--- src/hw/rtl/rcr_pkg.sv ---
// ----------------------------------------------------------------------------
// rcr_pkg: shared types and codes for the recovery confirm/reset controller
// Mode, status, event and register codes plus the configuration, state, event
// and result structs passed between the top level and the step logic.
// ----------------------------------------------------------------------------
`timescale 1ns / 1ps

package rcr_pkg;

  typedef enum logic [1:0] {
    MODE_NORMAL       = 2'd0,
    MODE_WAIT_CONFIRM = 2'd1,
    MODE_RESET_WAIT   = 2'd2,
    MODE_EXECUTING    = 2'd3
  } mode_t;

  localparam logic [1:0] ST_OK    = 2'd0;
  localparam logic [1:0] ST_ARG   = 2'd1;
  localparam logic [1:0] ST_STATE = 2'd2;

  localparam logic [2:0] RT_CONTROL    = 3'd0;
  localparam logic [2:0] RT_DISCONNECT = 3'd1;
  localparam logic [2:0] RT_REPLY_SENT = 3'd2;
  localparam logic [2:0] RT_TICK       = 3'd3;
  localparam logic [2:0] RT_GESTURE    = 3'd4;

  localparam logic [3:0] ACT_PING       = 4'd0;
  localparam logic [3:0] ACT_REQUEST    = 4'd1;
  localparam logic [3:0] ACT_CONFIRM    = 4'd2;
  localparam logic [3:0] ACT_DISCONNECT = 4'd3;

  localparam logic [1:0] REG_CONFIRM_TOKEN  = 2'd0;
  localparam logic [1:0] REG_CONFIRM_WINDOW = 2'd1;
  localparam logic [1:0] REG_REPLY_DELAY    = 2'd2;

  localparam logic [31:0] CONFIRM_TOKEN_RST  = 32'd0;
  localparam logic [19:0] CONFIRM_WINDOW_RST = 20'd30000;
  localparam logic [15:0] REPLY_DELAY_RST    = 16'd1500;

  typedef struct packed {
    logic [31:0] confirm_token;
    logic [19:0] confirm_window_ms;
    logic [15:0] reply_delay_ms;
  } cfg_t;

  typedef struct packed {
    mode_t       mode;
    logic [31:0] request_time;
    logic [31:0] reply_seq;
    logic        reply_flag;
    logic [31:0] reply_time;
    logic        local_flag;
  } state_t;

  typedef struct packed {
    logic [2:0]  req_type;
    logic [3:0]  action;
    logic [31:0] token;
    logic [31:0] sequence_req;
    logic [31:0] now_ms;
    logic        drained;
  } evt_t;

  typedef struct packed {
    logic [1:0] status;
    mode_t      mode_now;
    logic       reset_issue;
    logic       runtime_requested;
  } res_t;

endpackage

--- src/hw/rtl/rcr_step.sv ---
// ----------------------------------------------------------------------------
// rcr_step: one-event state update
// Combinational next state and result for one event against the current
// state and configuration.
// ----------------------------------------------------------------------------
`timescale 1ns / 1ps

module rcr_step (
  input  rcr_pkg::cfg_t   cfg,
  input  rcr_pkg::state_t st,
  input  rcr_pkg::evt_t   evt,
  output rcr_pkg::state_t st_nxt,
  output rcr_pkg::res_t   res
);

  logic [31:0] req_age;
  logic [31:0] reply_age;
  logic [31:0] delay_ext;
  logic        tok_ok;
  logic        disc_take;
  logic [1:0]  status;
  logic        issue;

  assign delay_ext = {16'd0, cfg.reply_delay_ms};
  assign req_age   = evt.now_ms - st.request_time;
  assign reply_age = evt.now_ms - st.reply_time;
  assign disc_take = !st.local_flag && (st.mode != rcr_pkg::MODE_EXECUTING);

  // ping and disconnect carry a zero token, request and confirm the programmed one
  assign tok_ok = (evt.action == rcr_pkg::ACT_PING || evt.action == rcr_pkg::ACT_DISCONNECT)
                  ? (evt.token == 32'd0) : (evt.token == cfg.confirm_token);

  always_comb begin
    st_nxt = st;
    status = rcr_pkg::ST_OK;
    issue  = 1'b0;
    case (evt.req_type)
      rcr_pkg::RT_CONTROL: begin
        if (evt.action > rcr_pkg::ACT_DISCONNECT) begin
          status = rcr_pkg::ST_ARG;
        end else if (!tok_ok) begin
          status = rcr_pkg::ST_ARG;
        end else begin
          unique case (evt.action)
            rcr_pkg::ACT_PING: ;
            rcr_pkg::ACT_DISCONNECT: begin
              if (disc_take) begin
                st_nxt.mode       = rcr_pkg::MODE_NORMAL;
                st_nxt.reply_flag = 1'b0;
              end
            end
            rcr_pkg::ACT_REQUEST: begin
              if (st.mode == rcr_pkg::MODE_RESET_WAIT || st.mode == rcr_pkg::MODE_EXECUTING) begin
                status = rcr_pkg::ST_STATE;
              end else begin
                st_nxt.request_time = evt.now_ms;
                st_nxt.mode         = rcr_pkg::MODE_WAIT_CONFIRM;
              end
            end
            default: begin
              // confirm
              if (st.mode != rcr_pkg::MODE_WAIT_CONFIRM ||
                  req_age > {12'd0, cfg.confirm_window_ms}) begin
                status = rcr_pkg::ST_STATE;
              end else begin
                st_nxt.reply_seq  = evt.sequence_req;
                st_nxt.reply_flag = 1'b0;
                st_nxt.mode       = rcr_pkg::MODE_RESET_WAIT;
              end
            end
          endcase
        end
      end
      rcr_pkg::RT_DISCONNECT: begin
        if (disc_take) begin
          st_nxt.mode       = rcr_pkg::MODE_NORMAL;
          st_nxt.reply_flag = 1'b0;
        end
      end
      rcr_pkg::RT_REPLY_SENT: begin
        if (st.mode == rcr_pkg::MODE_RESET_WAIT && evt.sequence_req == st.reply_seq) begin
          st_nxt.reply_time = evt.now_ms;
          st_nxt.reply_flag = 1'b1;
        end
      end
      rcr_pkg::RT_TICK: begin
        if (evt.drained && st.reply_flag && reply_age >= delay_ext &&
            st.mode == rcr_pkg::MODE_RESET_WAIT) begin
          st_nxt.mode = rcr_pkg::MODE_EXECUTING;
          issue       = 1'b1;
        end
      end
      rcr_pkg::RT_GESTURE: begin
        // local arm: delay counts as already elapsed
        if (!st.local_flag) begin
          st_nxt.local_flag = 1'b1;
          st_nxt.reply_time = evt.now_ms - delay_ext;
          st_nxt.reply_flag = 1'b1;
          st_nxt.mode       = rcr_pkg::MODE_RESET_WAIT;
        end
      end
      default: ;
    endcase
  end

  assign res.status            = status;
  assign res.mode_now          = st_nxt.mode;
  assign res.reset_issue       = issue;
  assign res.runtime_requested = (st_nxt.mode == rcr_pkg::MODE_RESET_WAIT) ||
                                 (st_nxt.mode == rcr_pkg::MODE_EXECUTING);

endmodule

--- src/hw/rtl/recovery_confirm_reset_fsm.sv ---
// ----------------------------------------------------------------------------
// recovery_confirm_reset_fsm: recovery confirm/reset handshake controller
// Takes one event per request (control command, disconnect, reply sent,
// process tick, local gesture) and returns one result per event with the
// command status, the mode after the event, a one-shot reset_issue flag and runtime_requested.
// Events are accepted every cycle while the result channel is not stalled; each
// result passes through the input register, then the combinational state update
// into the result register, and a stalled result still lets one more request in.
// Times are 32-bit wrapping milliseconds; registers are written on cfg_wr_en.
// ----------------------------------------------------------------------------
`timescale 1ns / 1ps

module recovery_confirm_reset_fsm (
  input  logic         clk,
  input  logic         rst_n,
  input  logic         in_tvalid,
  output logic         in_tready,
  // [3:0] action, [35:4] token, [67:36] sequence_req, [99:68] now_ms,
  // [100] drained, [103:101] zero
  input  logic [103:0] in_tdata,
  // [2:0] req_type
  input  logic [2:0]   in_tuser,
  output logic         out_tvalid,
  input  logic         out_tready,
  // [1:0] status, [3:2] mode_now, [4] reset_issue, [5] runtime_requested,
  // [7:6] zero
  output logic [7:0]   out_tdata,
  input  logic         cfg_wr_en,
  input  logic [1:0]   cfg_index,
  input  logic [31:0]  cfg_wdata
);

  rcr_pkg::cfg_t   cfg_r;
  rcr_pkg::state_t st_r;
  rcr_pkg::state_t st_nxt;
  rcr_pkg::evt_t   evt_r;
  rcr_pkg::evt_t   evt_in;
  rcr_pkg::res_t   res_nxt;
  rcr_pkg::res_t   res_r;
  logic            s1_valid_r;
  logic            out_valid_r;
  logic            adv;

  assign evt_in.req_type     = in_tuser;
  assign evt_in.action       = in_tdata[3:0];
  assign evt_in.token        = in_tdata[35:4];
  assign evt_in.sequence_req = in_tdata[67:36];
  assign evt_in.now_ms       = in_tdata[99:68];
  assign evt_in.drained      = in_tdata[100];

  // stage 1 moves on when the result register is free or being emptied
  assign adv       = s1_valid_r && (!out_valid_r || out_tready);
  assign in_tready = !s1_valid_r || adv;

  rcr_step u_step (
    .cfg    (cfg_r),
    .st     (st_r),
    .evt    (evt_r),
    .st_nxt (st_nxt),
    .res    (res_nxt)
  );

  always_ff @(posedge clk) begin
    if (!rst_n) begin
      cfg_r.confirm_token     <= rcr_pkg::CONFIRM_TOKEN_RST;
      cfg_r.confirm_window_ms <= rcr_pkg::CONFIRM_WINDOW_RST;
      cfg_r.reply_delay_ms    <= rcr_pkg::REPLY_DELAY_RST;
    end else if (cfg_wr_en) begin
      unique case (cfg_index)
        rcr_pkg::REG_CONFIRM_TOKEN:  cfg_r.confirm_token     <= cfg_wdata;
        rcr_pkg::REG_CONFIRM_WINDOW: cfg_r.confirm_window_ms <= cfg_wdata[19:0];
        rcr_pkg::REG_REPLY_DELAY:    cfg_r.reply_delay_ms    <= cfg_wdata[15:0];
        default: ;
      endcase
    end
  end

  always_ff @(posedge clk) begin
    if (!rst_n) begin
      st_r.mode         <= rcr_pkg::MODE_NORMAL;
      st_r.request_time <= 32'd0;
      st_r.reply_seq    <= 32'd0;
      st_r.reply_flag   <= 1'b0;
      st_r.reply_time   <= 32'd0;
      st_r.local_flag   <= 1'b0;
      s1_valid_r        <= 1'b0;
      out_valid_r       <= 1'b0;
    end else begin
      if (adv) begin
        st_r <= st_nxt;
      end
      if (in_tvalid && in_tready) begin
        s1_valid_r <= 1'b1;
      end else if (adv) begin
        s1_valid_r <= 1'b0;
      end
      if (adv) begin
        out_valid_r <= 1'b1;
      end else if (out_tready) begin
        out_valid_r <= 1'b0;
      end
    end
  end

  always_ff @(posedge clk) begin
    if (in_tvalid && in_tready) begin
      evt_r <= evt_in;
    end
    if (adv) begin
      res_r <= res_nxt;
    end
  end

  assign out_tvalid = out_valid_r;
  assign out_tdata  = {2'b00, res_r.runtime_requested, res_r.reset_issue,
                       res_r.mode_now, res_r.status};

endmodule

--- config.mk ---
export PLATFORM = sky130hd
export DESIGN_NAME = recovery_confirm_reset_fsm
export DESIGN_NICKNAME = d
export VERILOG_FILES = /design/src/hw/rtl/rcr_pkg.sv /design/src/hw/rtl/rcr_step.sv /design/src/hw/rtl/recovery_confirm_reset_fsm.sv
export SDC_FILE = /design/constraint.sdc
export NUM_CORES = 1
export LEC_CHECK = 0
export ABC_CLOCK_PERIOD_IN_PS = 7350
export BUFFER_PORTS_ARGS = -buffer_cell sky130_fd_sc_hd__buf_4
export CORE_MARGIN = 10
export CORE_UTILIZATION = 63
export CTS_BUF_LIST = sky130_fd_sc_hd__clkbuf_4 sky130_fd_sc_hd__clkbuf_8
export DETAILED_ROUTE_END_ITERATION = 8
export PLACE_DENSITY = 0.84
export SLEW_MARGIN = 10
export SYNTH_ARGS = -nofsm -noshare
export SYNTH_HDL_FRONTEND = slang
export SYNTH_HIERARCHICAL = 1
export SYNTH_SLANG_ARGS = --single-unit
--- constraint.sdc ---
create_clock -name clk -period 7.35 [get_ports clk]
set_input_delay 2.205 -clock clk [delete_from_list [all_inputs] [get_ports clk]]
set_output_delay 2.205 -clock clk [all_outputs]
set_load 0.03 [all_outputs]
# Word level (Yosys, flattened, before mapping)
# Cells that the tools add are included.
dict set report totals {
  output_inout_bits 10
  ff_bits 280
  wordCells 121
  in_bits 146
}
dict set report op_classes {
  n_bitwise 6
  mux 29
  order_cmp 3
  n_eq_ne 22
  reduce_logical 36
  n_addsub 3
}
# cell n
set op_table {}
lappend op_table {{67-bit 2-to-1 mux} 2}
lappend op_table {{34-bit 2-to-1 mux} 2}
lappend op_table {{33-bit 2-to-1 mux} 2}
lappend op_table {{32-bit equality test} 2}
lappend op_table {{32-bit 2-to-1 mux} 2}
lappend op_table {{32-bit case mux with 2 select lines} 1}
lappend op_table {{32-bit subtractor} 2}
lappend op_table {{32-bit by 16-bit >= comparator with 1-bit output} 1}
lappend op_table {{32-bit by 20-bit greater-than comparator with 1-bit output} 1}
lappend op_table {{32-bit logical NOT} 1}
lappend op_table {{32-bit by 16-bit subtractor with 32-bit output} 1}
lappend op_table {{2-bit 2-to-1 mux} 6}
lappend op_table {{6-bit AND reduction} 2}
lappend op_table {{2-bit equality test, second input constant} 5}
lappend op_table {{1-bit 2-to-1 mux} 9}
lappend op_table {{2-bit != test, second input constant} 4}
lappend op_table {{2-bit case mux with 4 select lines} 1}
lappend op_table {{2-bit AND reduction} 4}
lappend op_table {{8-bit AND reduction} 1}
lappend op_table {{1-bit logical AND} 7}
lappend op_table {{3-bit by 2-bit equality test with 1-bit output, second input constant} 2}
lappend op_table {{1-bit logical OR} 6}
lappend op_table {{2-bit by 1-bit != test with 1-bit output, second input constant} 3}
lappend op_table {{1-bit NOT} 6}
lappend op_table {{20 further kinds} 26}

# Longest topological paths before layout
# Gate-level depths: netlist of run 1.
dict set report depth {
  word_depth 10
  ltp_mapped 26
  mapped_depth_nobuf 24
}

# Cells and area by module
# Netlist of run 1, hierarchy kept.
# module area_each_um2 n_inst cells_each seq_area_each_um2
set modules_own_cells {}
lappend modules_own_cells {recovery_confirm_reset_fsm 9710.6 1 836 6706.4}
lappend modules_own_cells {rcr_step 7945.1 1 1143 0.0}

# Least setup slack after synthesis of run 1
# No wires, ideal clock.
dict set report synth_timing {
  kind {in2reg}
  startpoint {input port out_tready}
  endpoint {register evt_r[0] (netlist bit) (enable)}
  path_slack_ns 1.898
  required_ns 6.876
  setup_ns 0.474
  stages 3
  arrival_ns 4.978
  path_buffers 0
  cell_sequence {nor2b_1 -> nand2_1 -> and2_1}
}
dict set report synth_via {
  elab_chain_cells 4
}
# element line
set synth_lines {}
lappend synth_lines {{start, declared} recovery_confirm_reset_fsm.sv:24} ;# input logic out_tready,
lappend synth_lines {{1-bit logical OR} recovery_confirm_reset_fsm.sv:52} ;# assign adv = s1_valid_r && (!out_valid_r || out_tready);
lappend synth_lines {{1-bit logical AND} recovery_confirm_reset_fsm.sv:52}
lappend synth_lines {{1-bit logical OR} recovery_confirm_reset_fsm.sv:53} ;# assign in_tready = !s1_valid_r || adv;
lappend synth_lines {{net in_tready} recovery_confirm_reset_fsm.sv:17} ;# output logic in_tready,
lappend synth_lines {{1-bit logical AND} recovery_confirm_reset_fsm.sv:106} ;# if (in_tvalid && in_tready) begin
lappend synth_lines {{end signal, assigned} recovery_confirm_reset_fsm.sv:107} ;# evt_r <= evt_in;
lappend synth_lines {{end, declared} recovery_confirm_reset_fsm.sv:36} ;# rcr_pkg::evt_t evt_r;
# The timed path passes the listed nets, and every way through them passes these cells.
# A chain may end at the register's enable or synchronous reset.

# Worst setup path after layout of run 1
dict set report layout_timing {
  startpoint {register evt_r[5] (netlist bit)}
  endpoint {register st_r[47] (netlist bit)}
}
dict set report layout_via {
  elab_chain_cells 5
}
# element line
set layout_lines {}
lappend layout_lines {{32-bit subtractor} rcr_step.sv:25} ;# assign req_age = evt.now_ms - st.request_time;
lappend layout_lines {{32-bit by 20-bit greater-than comparator with 1-bit output} rcr_step.sv:63} ;# req_age > {12'd0, cfg.confirm_window_ms}) begin
lappend layout_lines {{1-bit logical OR} rcr_step.sv:62} ;# if (st.mode != rcr_pkg::MODE_WAIT_CONFIRM ||
lappend layout_lines {{1-bit NOT (no source line)} -}
lappend layout_lines {{6-bit AND reduction (no source line)} -}
lappend layout_lines {{end signal, assigned} recovery_confirm_reset_fsm.sv:90} ;# st_r <= st_nxt;
lappend layout_lines {{end, declared} recovery_confirm_reset_fsm.sv:34} ;# rcr_pkg::state_t st_r;
# Every way passes these cells.

==> results.toml, run 1 <==
[critical_path]
crit_path_top_delay_cell = "or4b_4"
critical_path.top_delay_family = "compound AO/OA/AOI/OAI gates"
worstPathCellList = "ha_1 > a2111oi_4 > a21oi_2 > a221o_1 > a31o_2 > a21o_1 > a21oi_1 > xnor2_1 > ha_1 > a21o_1 > a21o_1 > a21oi_1 > nand4_1 > o21ai_0 > and4_1 > nand3_1 > or4b_4 > nor3_4 > buf_4 > mux2_1 > nand2_1 > mux2i_1"
cp_max_fo = 26
cp.arrival_ps = 6680
cp-start-kind = "flip-flop"
cp.required_ps = 7780
worstSetupPathType = "reg2reg"
critPathCaptureType = "flip-flop"
r2r_slack_ps = 1100
path_buf_inv = 1
r2r_start = "evt_r[5]$_DFFE_PP_"
cpPeakStageDelay_ps = 530
crit_path_start = "evt_r[5]$_DFFE_PP_"
cpMostUsedCell = "a21o_1"

[floorplanning]
start_util = 0.637
die_w_um = 187
ios = 156
num_rows = 61
coreArea_mm2 = 0.0277
die_h_um = 187
dieArea_mm2 = 0.0351

[power]
p_per_area_mw_per_mm2 = 193
p_seq_frac = 0.449
sw_frac_of_total = 0.274
ir_worst_vdd_mv = 0.183
p_leak_nw = 7.73
p_int_mw = 2.80
finalPower_mw = 3.85
p_switching_mw = 1.05
combinationalPowerShare = 0.154
clockPowerShare = 0.396

[synth]
yosysTopAreaCellShare = 0.193
async_flop_share = 0
ys.warnings.count = 6
syn_avg_cell_area_um2 = 8.92
synthTopCellsByArea = "dfxtp_1 19%, edfxtp_1 19%, ha_1 8.1%"
synth_edf_count = 110
synthCells = 1979
ys_seq_area_frac = 0.380
netlist_area_mm2 = 0.0177
yosysUniqueCellTypes = 78
yosys_register_bits = 280
ys.flop_type = "dfxtp_1"
synth_largest_area_cell = "dfxtp_1"

[sta]
fmax_ghz = 0.160
skew_ps = 28.6
setup_ws_ps = 1100
tns_ps = 0
setup-violations-final = 0
slew_violations = 0
rsz0062_at_grt = "false"
finalHoldViolCount = 0
tightest_slew_ps = 1090
final.min_clock_period_ps = 6250
fin_crit_sh = 0.850
slew_headroom = 0.273
fin_hold_ws_ps = 461

[outcome]
status = "complete, no violations"

[place]
dp_hpwl_mm = 33.0
post-place-ws_ps = 1180
dpl-instance-area_mm2 = 0.0188
gp_congestion = 0.936
portBuffers = 150
placed_cells = 2417

[clocking]
clk_pin_slew_ps = 70
cts_root_buffer = "clkbuf_8"
clock_latency_ps = 580
cts_tree = "done"
htreeDepth = 2
post_cts_buffers = 0
cts_made_buffers = 47
cts_sinks = 280
postCtsHoldBufs = 0
cts_max_path_buffers = 3
cts-resized-gates = 0

[detailed_routing]
first_iter_violations = 1063
num_vias = 15000
ant_nets = 0
wl_per_cell_um = 18.1
vias_per_cell = 5.97
firstDrtPassIters = 5
wirelength_mm = 45.2
drc_errors = 0

[cells_and_area]
fin_util = 0.718
final_cells = 2505
layout_common_cells = "341 x nand2_1, 170 x dfxtp_1, 161 x buf_4, 120 x inv_1, 114 x ha_1"
n_antenna_cell = 0
fin_area_mm2 = 0.0199
area_growth_syn_to_layout_pct = 12.7
mostFrequentLayoutCell = "nand2_1"
nNetsFinal = 2351
fillers = 2073
drive_above_1_share = 0.142

[grt]
track_usage = 0.245
grt_overflow = 0
grt_pass1_vias = 14700
grt_max_degree = 140
grt_pass1_wl_mm = 72.7
grt_antenna_before_repair = 0

[hold_path]
hold_class = "reg2reg"
holdCritStartpoint = "st_r[28]$_SDFFE_PN0P_"

[flow_run]
maxCapViolCount = 0
## registers in the layout, indices dropped and copies added, names as in the netlist
register and count:
st_r 100, evt_r 104, s1_valid_r 1, cfg_r 68, out_tvalid 1, out_tdata 6
## path summary, 6_finish.rpt
check	to	cells past startpoint
min	st_r[28]$_SDFFE_PN0P_	2
max reg2reg	st_r[47]$_SDFFE_PN0P_	22
max	st_r[47]$_SDFFE_PN0P_	22
min reg2reg	st_r[28]$_SDFFE_PN0P_	2
## cells by family after synthesis
family,synth area share
muxes,0.0979
and+or+nand+nor,0.175
buffers and inverters,0.0552
adders and majority gates,0.0842
xor gates and xnor gates,0.0615
AOI/OAI and AO/OA,0.146
other,0.000212
DFF,0.380
## layer usage
layer,vias to the layer above,share of wire,GRT usage
met1,7034,0.44,0.316
met2,524,0.46,0.404
met4,0,0.030,0.0812
met5,-,0,0
met3,106,0.066,0.0496
li1,7291,-,-
## final cells by class
class | instances | area, um2 | area share
multi-input combinational | 1477 | 9990 | 0.502
sequential | 280 | 6710 | 0.337
timing repair buffer | 162 | 1220 | 0.0615
clock buffer | 68 | 861 | 0.0433
tap | 378 | 473 | 0.0238
inverter | 120 | 450 | 0.0226
clock inverter | 20 | 189 | 0.00950
## Yosys cell counts, drive strengths merged, types with 62 or more instances
cell and number:
nand2 341, dfxtp 170, o21ai 122, inv 120
ha 114, edfxtp 110, a21oi 103, mux2i 103
nand3 87, xnor2 78, nor2 68, mux2 62
## worst min-delay path, cell delays in order, from the launching register on
cell     delay [ps]
dfxtp_1         310
nand2_1          50
mux2i_1          50
## power by group through the flow
| stage | logic (mW) | clock network (mW) | registers, mW |
|---|---|---|---|
| 5_1_grt | 0.655 | 1.62 | 1.73 |
| 3_5_place_dp | 0.581 | 0 | 1.76 |
| 6_report | 0.593 | 1.53 | 1.73 |
| 3_3_place_gp | 0.567 | 0 | 1.76 |
| 4_1_cts | 0.585 | 1.55 | 1.73 |
| 2_1_floorplan | 0.415 | 0 | 1.74 |
No activity file was read; power rests on OpenSTA's default activity.
==> inputs of run 2 (changes only) <==
ABC_CLOCK_PERIOD_IN_PS = not set   (was 7350)
CORE_UTILIZATION = 40   (was 63)
PLACE_DENSITY = not set   (was 0.84)
==> run 2 against run 1 <==
  * Sequential share of layout area decreased by 0.56 points
  * Routed wire length increased by 5.2%
  * Global-route usage decreased by 7.1 points
  * Combinational power about the same
  * Power increased by 1.9%
  * Die area increased by 51%
  * Count of clock-buffer cells in the layout increased by 12
  * Largest cell class unchanged
  * Highest routed layer is now met5
==> results.toml, run 2 (synthesized netlist as in run 1, its figures left out) <==
[outcome]
status = "complete, no violations"

[detailed_routing]
wl_met3_mm = 2.81
num_vias = 14600
drc_errors = 0
route.met2.wl_mm = 21.1
vias_per_cell = 5.38
ant_nets = 0
drt-met1-wl_mm = 22.7
wl_per_cell_um = 17.5
first_iter_violations = 1012
wirelength_mm = 47.6
dr.max_layer_used = "met5"
firstDrtPassIters = 5

[power]
ir_worst_vdd_mv = 0.167
finalPower_mw = 3.92
p_leak_nw = 7.77
p_per_area_mw_per_mm2 = 194

[sta]
fin_hold_ws_ps = 459
skew_ps = 28.0
rsz0062_at_grt = "false"
slew_headroom = 0.234
setup-violations-final = 0
setup_ws_ps = 1350
finalHoldViolCount = 0
fmax_ghz = 0.167
tns_ps = 0
fin_crit_sh = 0.816
slew_violations = 0
final.min_clock_period_ps = 6000
tightest_slew_ps = 1150

[critical_path]
reg2reg_depth = 22
r2r_start = "evt_r[5]$_DFFE_PP_"
cp-start-kind = "flip-flop"
cpMostUsedCell = "a21o_1"
worstSetupPathType = "reg2reg"
cpPeakStageDelay_ps = 520
cp.arrival_ps = 6450
critPathCaptureType = "flip-flop"
cp.required_ps = 7800
crit_path_top_delay_cell = "or4b_4"
critical_path.top_delay_family = "compound AO/OA/AOI/OAI gates"
crit_path_start = "evt_r[5]$_DFFE_PP_"
cp_max_fo = 34
path_buf_inv = 1
worstPathCellList = "ha_1 > a2111oi_4 > a21oi_2 > a221o_1 > a31o_2 > a21o_1 > a21oi_1 > xnor2_1 > ha_1 > a21o_1 > a21o_1 > a21oi_1 > nand4_1 > o21ai_0 > and4_1 > nand3_1 > or4b_4 > nor3_4 > buf_4 > mux2_2 > nand2_1 > mux2i_1"
worst-path-stages = 22

[cells_and_area]
fillers = 4292
nNetsFinal = 2355
layout_common_cells = "341 x nand2_1, 170 x dfxtp_1, 160 x buf_4, 120 x inv_1, 114 x ha_1"
fin_util = 0.466
largestRegisters = "evt_r x104, st_r x100, cfg_r x68"
fin_area_mm2 = 0.0202
final_cells = 2719
seq_area_mm2 = 0.00671
largest_register = "evt_r"
largest_reg_flops = 104
mostFrequentLayoutCell = "nand2_1"
drive_above_1_share = 0.144
area_growth_syn_to_layout_pct = 14.6
multi_input_area_mm2 = 0.00999

[clocking]
post_cts_buffers = 0
cts_tree = "done"
cts_root_buffer = "clkbuf_8"
clock_latency_ps = 630
cts_max_path_buffers = 3
htreeDepth = 2
cts_sinks = 280
clk_pin_slew_ps = 50
cts_made_buffers = 51
cts-resized-gates = 0
postCtsHoldBufs = 0

[grt]
grt_pass1_vias = 14500
grt_max_degree = 180
grt_pass1_wl_mm = 76.1
track_usage = 0.174
grt_overflow = 0
grt_antenna_before_repair = 1

[place]
dp_hpwl_mm = 34.9
placed_cells = 2624
gp_congestion = 0.891
post-place-ws_ps = 1380
portBuffers = 150
dpl-instance-area_mm2 = 0.0191

[hold_path]
hold_class = "reg2reg"
holdCritStartpoint = "st_r[26]$_SDFFE_PN0P_"
hold_depth = 2

[floorplanning]
die_h_um = 230
die_w_um = 230
coreArea_mm2 = 0.0434
dieArea_mm2 = 0.0529
num_rows = 76
ios = 156
start_util = 0.407

[flow_run]
maxCapViolCount = 0
[run 2: changes by cell type in the layout (fill, tap and decap cells not counted), sizes merged]
cell	before	now
inv	121	120
clkbuf	69	81
bufinv	3	2
clkinv	15	12
diode	0	1
clkinvlp	1	0
[run 2: worst min-delay path: cells and delay by family (launching register included)]
family | cells | cell delay, ps
multiplexers | 1 | 50
flip-flops | 1 | 310
AND/OR/NAND/NOR | 1 | 50
[run 2: routing by layer]
layer / up-vias / GRT usage
met2: 364 / 0.277
met3: 76 / 0.0416
met1: 6886 / 0.232
li1: 7296 / -
met4: 2 / 0.0469
met5: - / 0
[run 2: power breakdown]
group	switching [mW]	total, mW	internal [mW]
logic	0.340	0.595	0.254
registers	0.0553	1.73	1.67
clock network	0.679	1.60	0.917
total	1.07	3.92	2.85
[run 2: final timing paths]
check	end	slack, ps
worst min-delay path	st_r[26]$_SDFFE_PN0P_	460
worst max register to register	st_r[36]$_SDFFE_PN0P_	1350
worst max-delay path	st_r[36]$_SDFFE_PN0P_	1350
worst min register to register	st_r[26]$_SDFFE_PN0P_	460
[run 2: layout make-up]
| class | count | share of cell area |
|---|---|---|
| Multi-Input combinational cell | 1477 | 0.494 |
| Timing Repair Buffer | 162 | 0.0610 |
| Clock buffer | 80 | 0.0482 |
| Sequential cell | 280 | 0.332 |
| Tap cell | 585 | 0.0362 |
| Clock inverter | 14 | 0.00680 |
| Antenna cell | 1 | 0.000124 |
| Inverter | 120 | 0.0223 |
==> inputs of run 3 (changes only) <==
clock period = 5.7 ns   (was 7.35 ns; I/O delays follow)
==> run 3 against run 2 <==
  * Final cell count grew 0.96%
  * Clock power up 28%
  * Critical endpoint is now st_r[34]$_SDFFE_PN0P_
  * Register-to-register slack worse by 1100 ps
  * Combinational power rose by 33%
  * Die area unchanged
  * Critical path depth up 1
  * Count of clock-buffer cells in the layout grew 8
  * Sequential cell count unchanged
  * First-iteration DRC count down 14%
==> results.toml, run 3 (synthesized netlist as in run 1, its figures left out) <==
[outcome]
status = "complete, no violations"

[cells_and_area]
fillers = 4289
drive_above_1_share = 0.159
area_growth_syn_to_layout_pct = 16.1
largestRegisters = "evt_r x104, st_r x100, cfg_r x68"
fin_area_mm2 = 0.0205
largest_reg_flops = 104
n_antenna_cell = 0
layout_common_cells = "341 x nand2_1, 181 x buf_4, 170 x dfxtp_1, 120 x inv_1, 113 x ha_1"
nNetsFinal = 2381
largest_register = "evt_r"
final_cells = 2745
mostFrequentLayoutCell = "nand2_1"

[grt]
grt_antenna_before_repair = 0
use_met3 = 0.0372
use_met1 = 0.234
track_usage = 0.175
grt_max_degree = 161
busiest_layer = "met2"
grt_pass1_wl_mm = 76.6
met2_usage = 0.279
grt_pass1_vias = 14600
grt_overflow = 0

[critical_path]
path_buf_inv = 2
r2r-end = "st_r[34]$_SDFFE_PN0P_"
worstPathCellList = "ha_4 > a2111oi_4 > a21oi_2 > a221o_1 > a31o_2 > a21o_1 > a21oi_2 > xnor2_1 > ha_1 > a21o_1 > a21o_1 > a21oi_2 > nand4_1 > o21ai_2 > and4_1 > nand3_1 > or4b_4 > nor3_4 > buf_6 > clkbuf_16 > mux2_2 > nand2_1 > mux2i_1"
cpPeakStageDelay_ps = 530
endpoint = "st_r[34]$_SDFFE_PN0P_"
cp_max_fo = 6
worst-path-stages = 23
critPathCaptureType = "flip-flop"
worstSetupPathType = "reg2reg"
crit_path_top_delay_cell = "or4b_4"
reg2reg_depth = 23
r2r_start = "evt_r[5]$_DFFE_PP_"
cp.arrival_ps = 5900
cp-start-kind = "flip-flop"
r2r_slack_ps = 260
cp.required_ps = 6160
crit_path_start = "evt_r[5]$_DFFE_PP_"
critical_path.top_delay_family = "compound AO/OA/AOI/OAI gates"

[clocking]
cts_tree = "done"
cts_made_buffers = 51
cts_max_path_buffers = 3
htreeDepth = 2
clk_pin_slew_ps = 60
cts_root_buffer = "clkbuf_8"
postCtsHoldBufs = 0
clock_latency_ps = 620
cts_sinks = 280

[floorplanning]
num_rows = 76
die_h_um = 230
coreArea_mm2 = 0.0434
die_w_um = 230
start_util = 0.407
dieArea_mm2 = 0.0529
ios = 156

[sta]
skew_ps = 32.3
fmax_ghz = 0.184
fin_hold_ws_ps = 461
tightest_slew_ps = 1140
fin_crit_sh = 0.955
setup-violations-final = 0
slew_headroom = 0.235
final.min_clock_period_ps = 5440
finalHoldViolCount = 0
slew_violations = 0
setup_ws_ps = 257

[place]
gp_congestion = 0.881
dp_hpwl_mm = 35.5
post-place-ws_ps = 124
dpl-instance-area_mm2 = 0.0193
portBuffers = 150
placed_cells = 2643

[power]
sw_frac_of_total = 0.273
p_seq_frac = 0.439
p_per_area_mw_per_mm2 = 247
p_leak_nw = 7.92
ir_worst_vdd_mv = 0.189
combinationalPowerShare = 0.156
clockPowerShare = 0.405
p_switching_mw = 1.38
p_int_mw = 3.68

[detailed_routing]
num_vias = 14600
vias_per_cell = 5.31
wirelength_mm = 48.1
drc_errors = 0
first_iter_violations = 870
wl_per_cell_um = 17.5
ant_nets = 0
firstDrtPassIters = 7

[hold_path]
hold_class = "reg2reg"

[flow_run]
maxCapViolCount = 0
-- run 3: layer usage --
metal / part of all wire / routed length, um
met1: 0.48 / 22900
met2: 0.45 / 21600
met3: 0.056 / 2670
met4: 0.020 / 986
met5: 0 / 0
-- run 3: cell type report --
cell class / count / area [um2] / share of cell area
well taps: 585 / 732 / 0.0357
clock inverters: 7 / 52.6 / 0.00256
clock buffers: 88 / 1070 / 0.0524
repair buffers: 188 / 1470 / 0.0718
flip-flops and latches: 280 / 6710 / 0.327
multi-input cells: 1477 / 10000 / 0.488
inverters: 120 / 450 / 0.0220
-- run 3: power groups by stage --
stage          logic, mW  clock network [mW]  registers, mW
2_1_floorplan      0.535                   0           2.25
3_3_place_gp       0.769                   0           2.27
3_5_place_dp       0.780                   0           2.27
4_1_cts            0.786                2.12           2.23
5_1_grt            0.880                2.21           2.23
6_report           0.791                2.05           2.23
-- run 3: worst min-delay path by stage --
stage	depth (start not counted)	start	end	slack, ps
after CTS	2	st_r[30]$_SDFFE_PN0P_	st_r[30]$_SDFFE_PN0P_	460
after detailed placement	2	st_r[26]$_SDFFE_PN0P_	st_r[26]$_SDFFE_PN0P_	450
final	2	st_r[26]$_SDFFE_PN0P_	st_r[26]$_SDFFE_PN0P_	460
after global placement	2	st_r[21]$_SDFFE_PN0P_	st_r[21]$_SDFFE_PN0P_	440
after global routing	2	st_r[74]$_SDFFE_PN0P_	st_r[74]$_SDFFE_PN0P_	490
after floorplan	2	st_r[98]$_SDFFE_PN0P_	st_r[98]$_SDFFE_PN0P_	430
-- run 3: tightest hold or removal path: stages (launching register included) --
cell and delay, ps:
dfxtp_1 300, nand2_1 60, mux2i_1 50
-- run 3: repair_timing --
action / in CTS / in global routing
endpoints found under the hold margin: 0 / 0
setup endpoints to repair: 0 / 32
gates resized for setup: 0 / 10
buffers inserted: 0 / 4
-- run 3: stage by stage --
| step | power [mW] | setup TNS (ps) | utilization |
|---|---|---|---|
| finish | 5.07 | 0 | 0.473 |
| global route | 5.32 | -541 | 0.473 |
| CTS | 5.13 | 0 | 0.470 |
| detailed placement | 3.05 | 0 | 0.444 |
| global placement | 3.03 | 0 | 0.444 |
| floorplan | 2.78 | 0 | - |
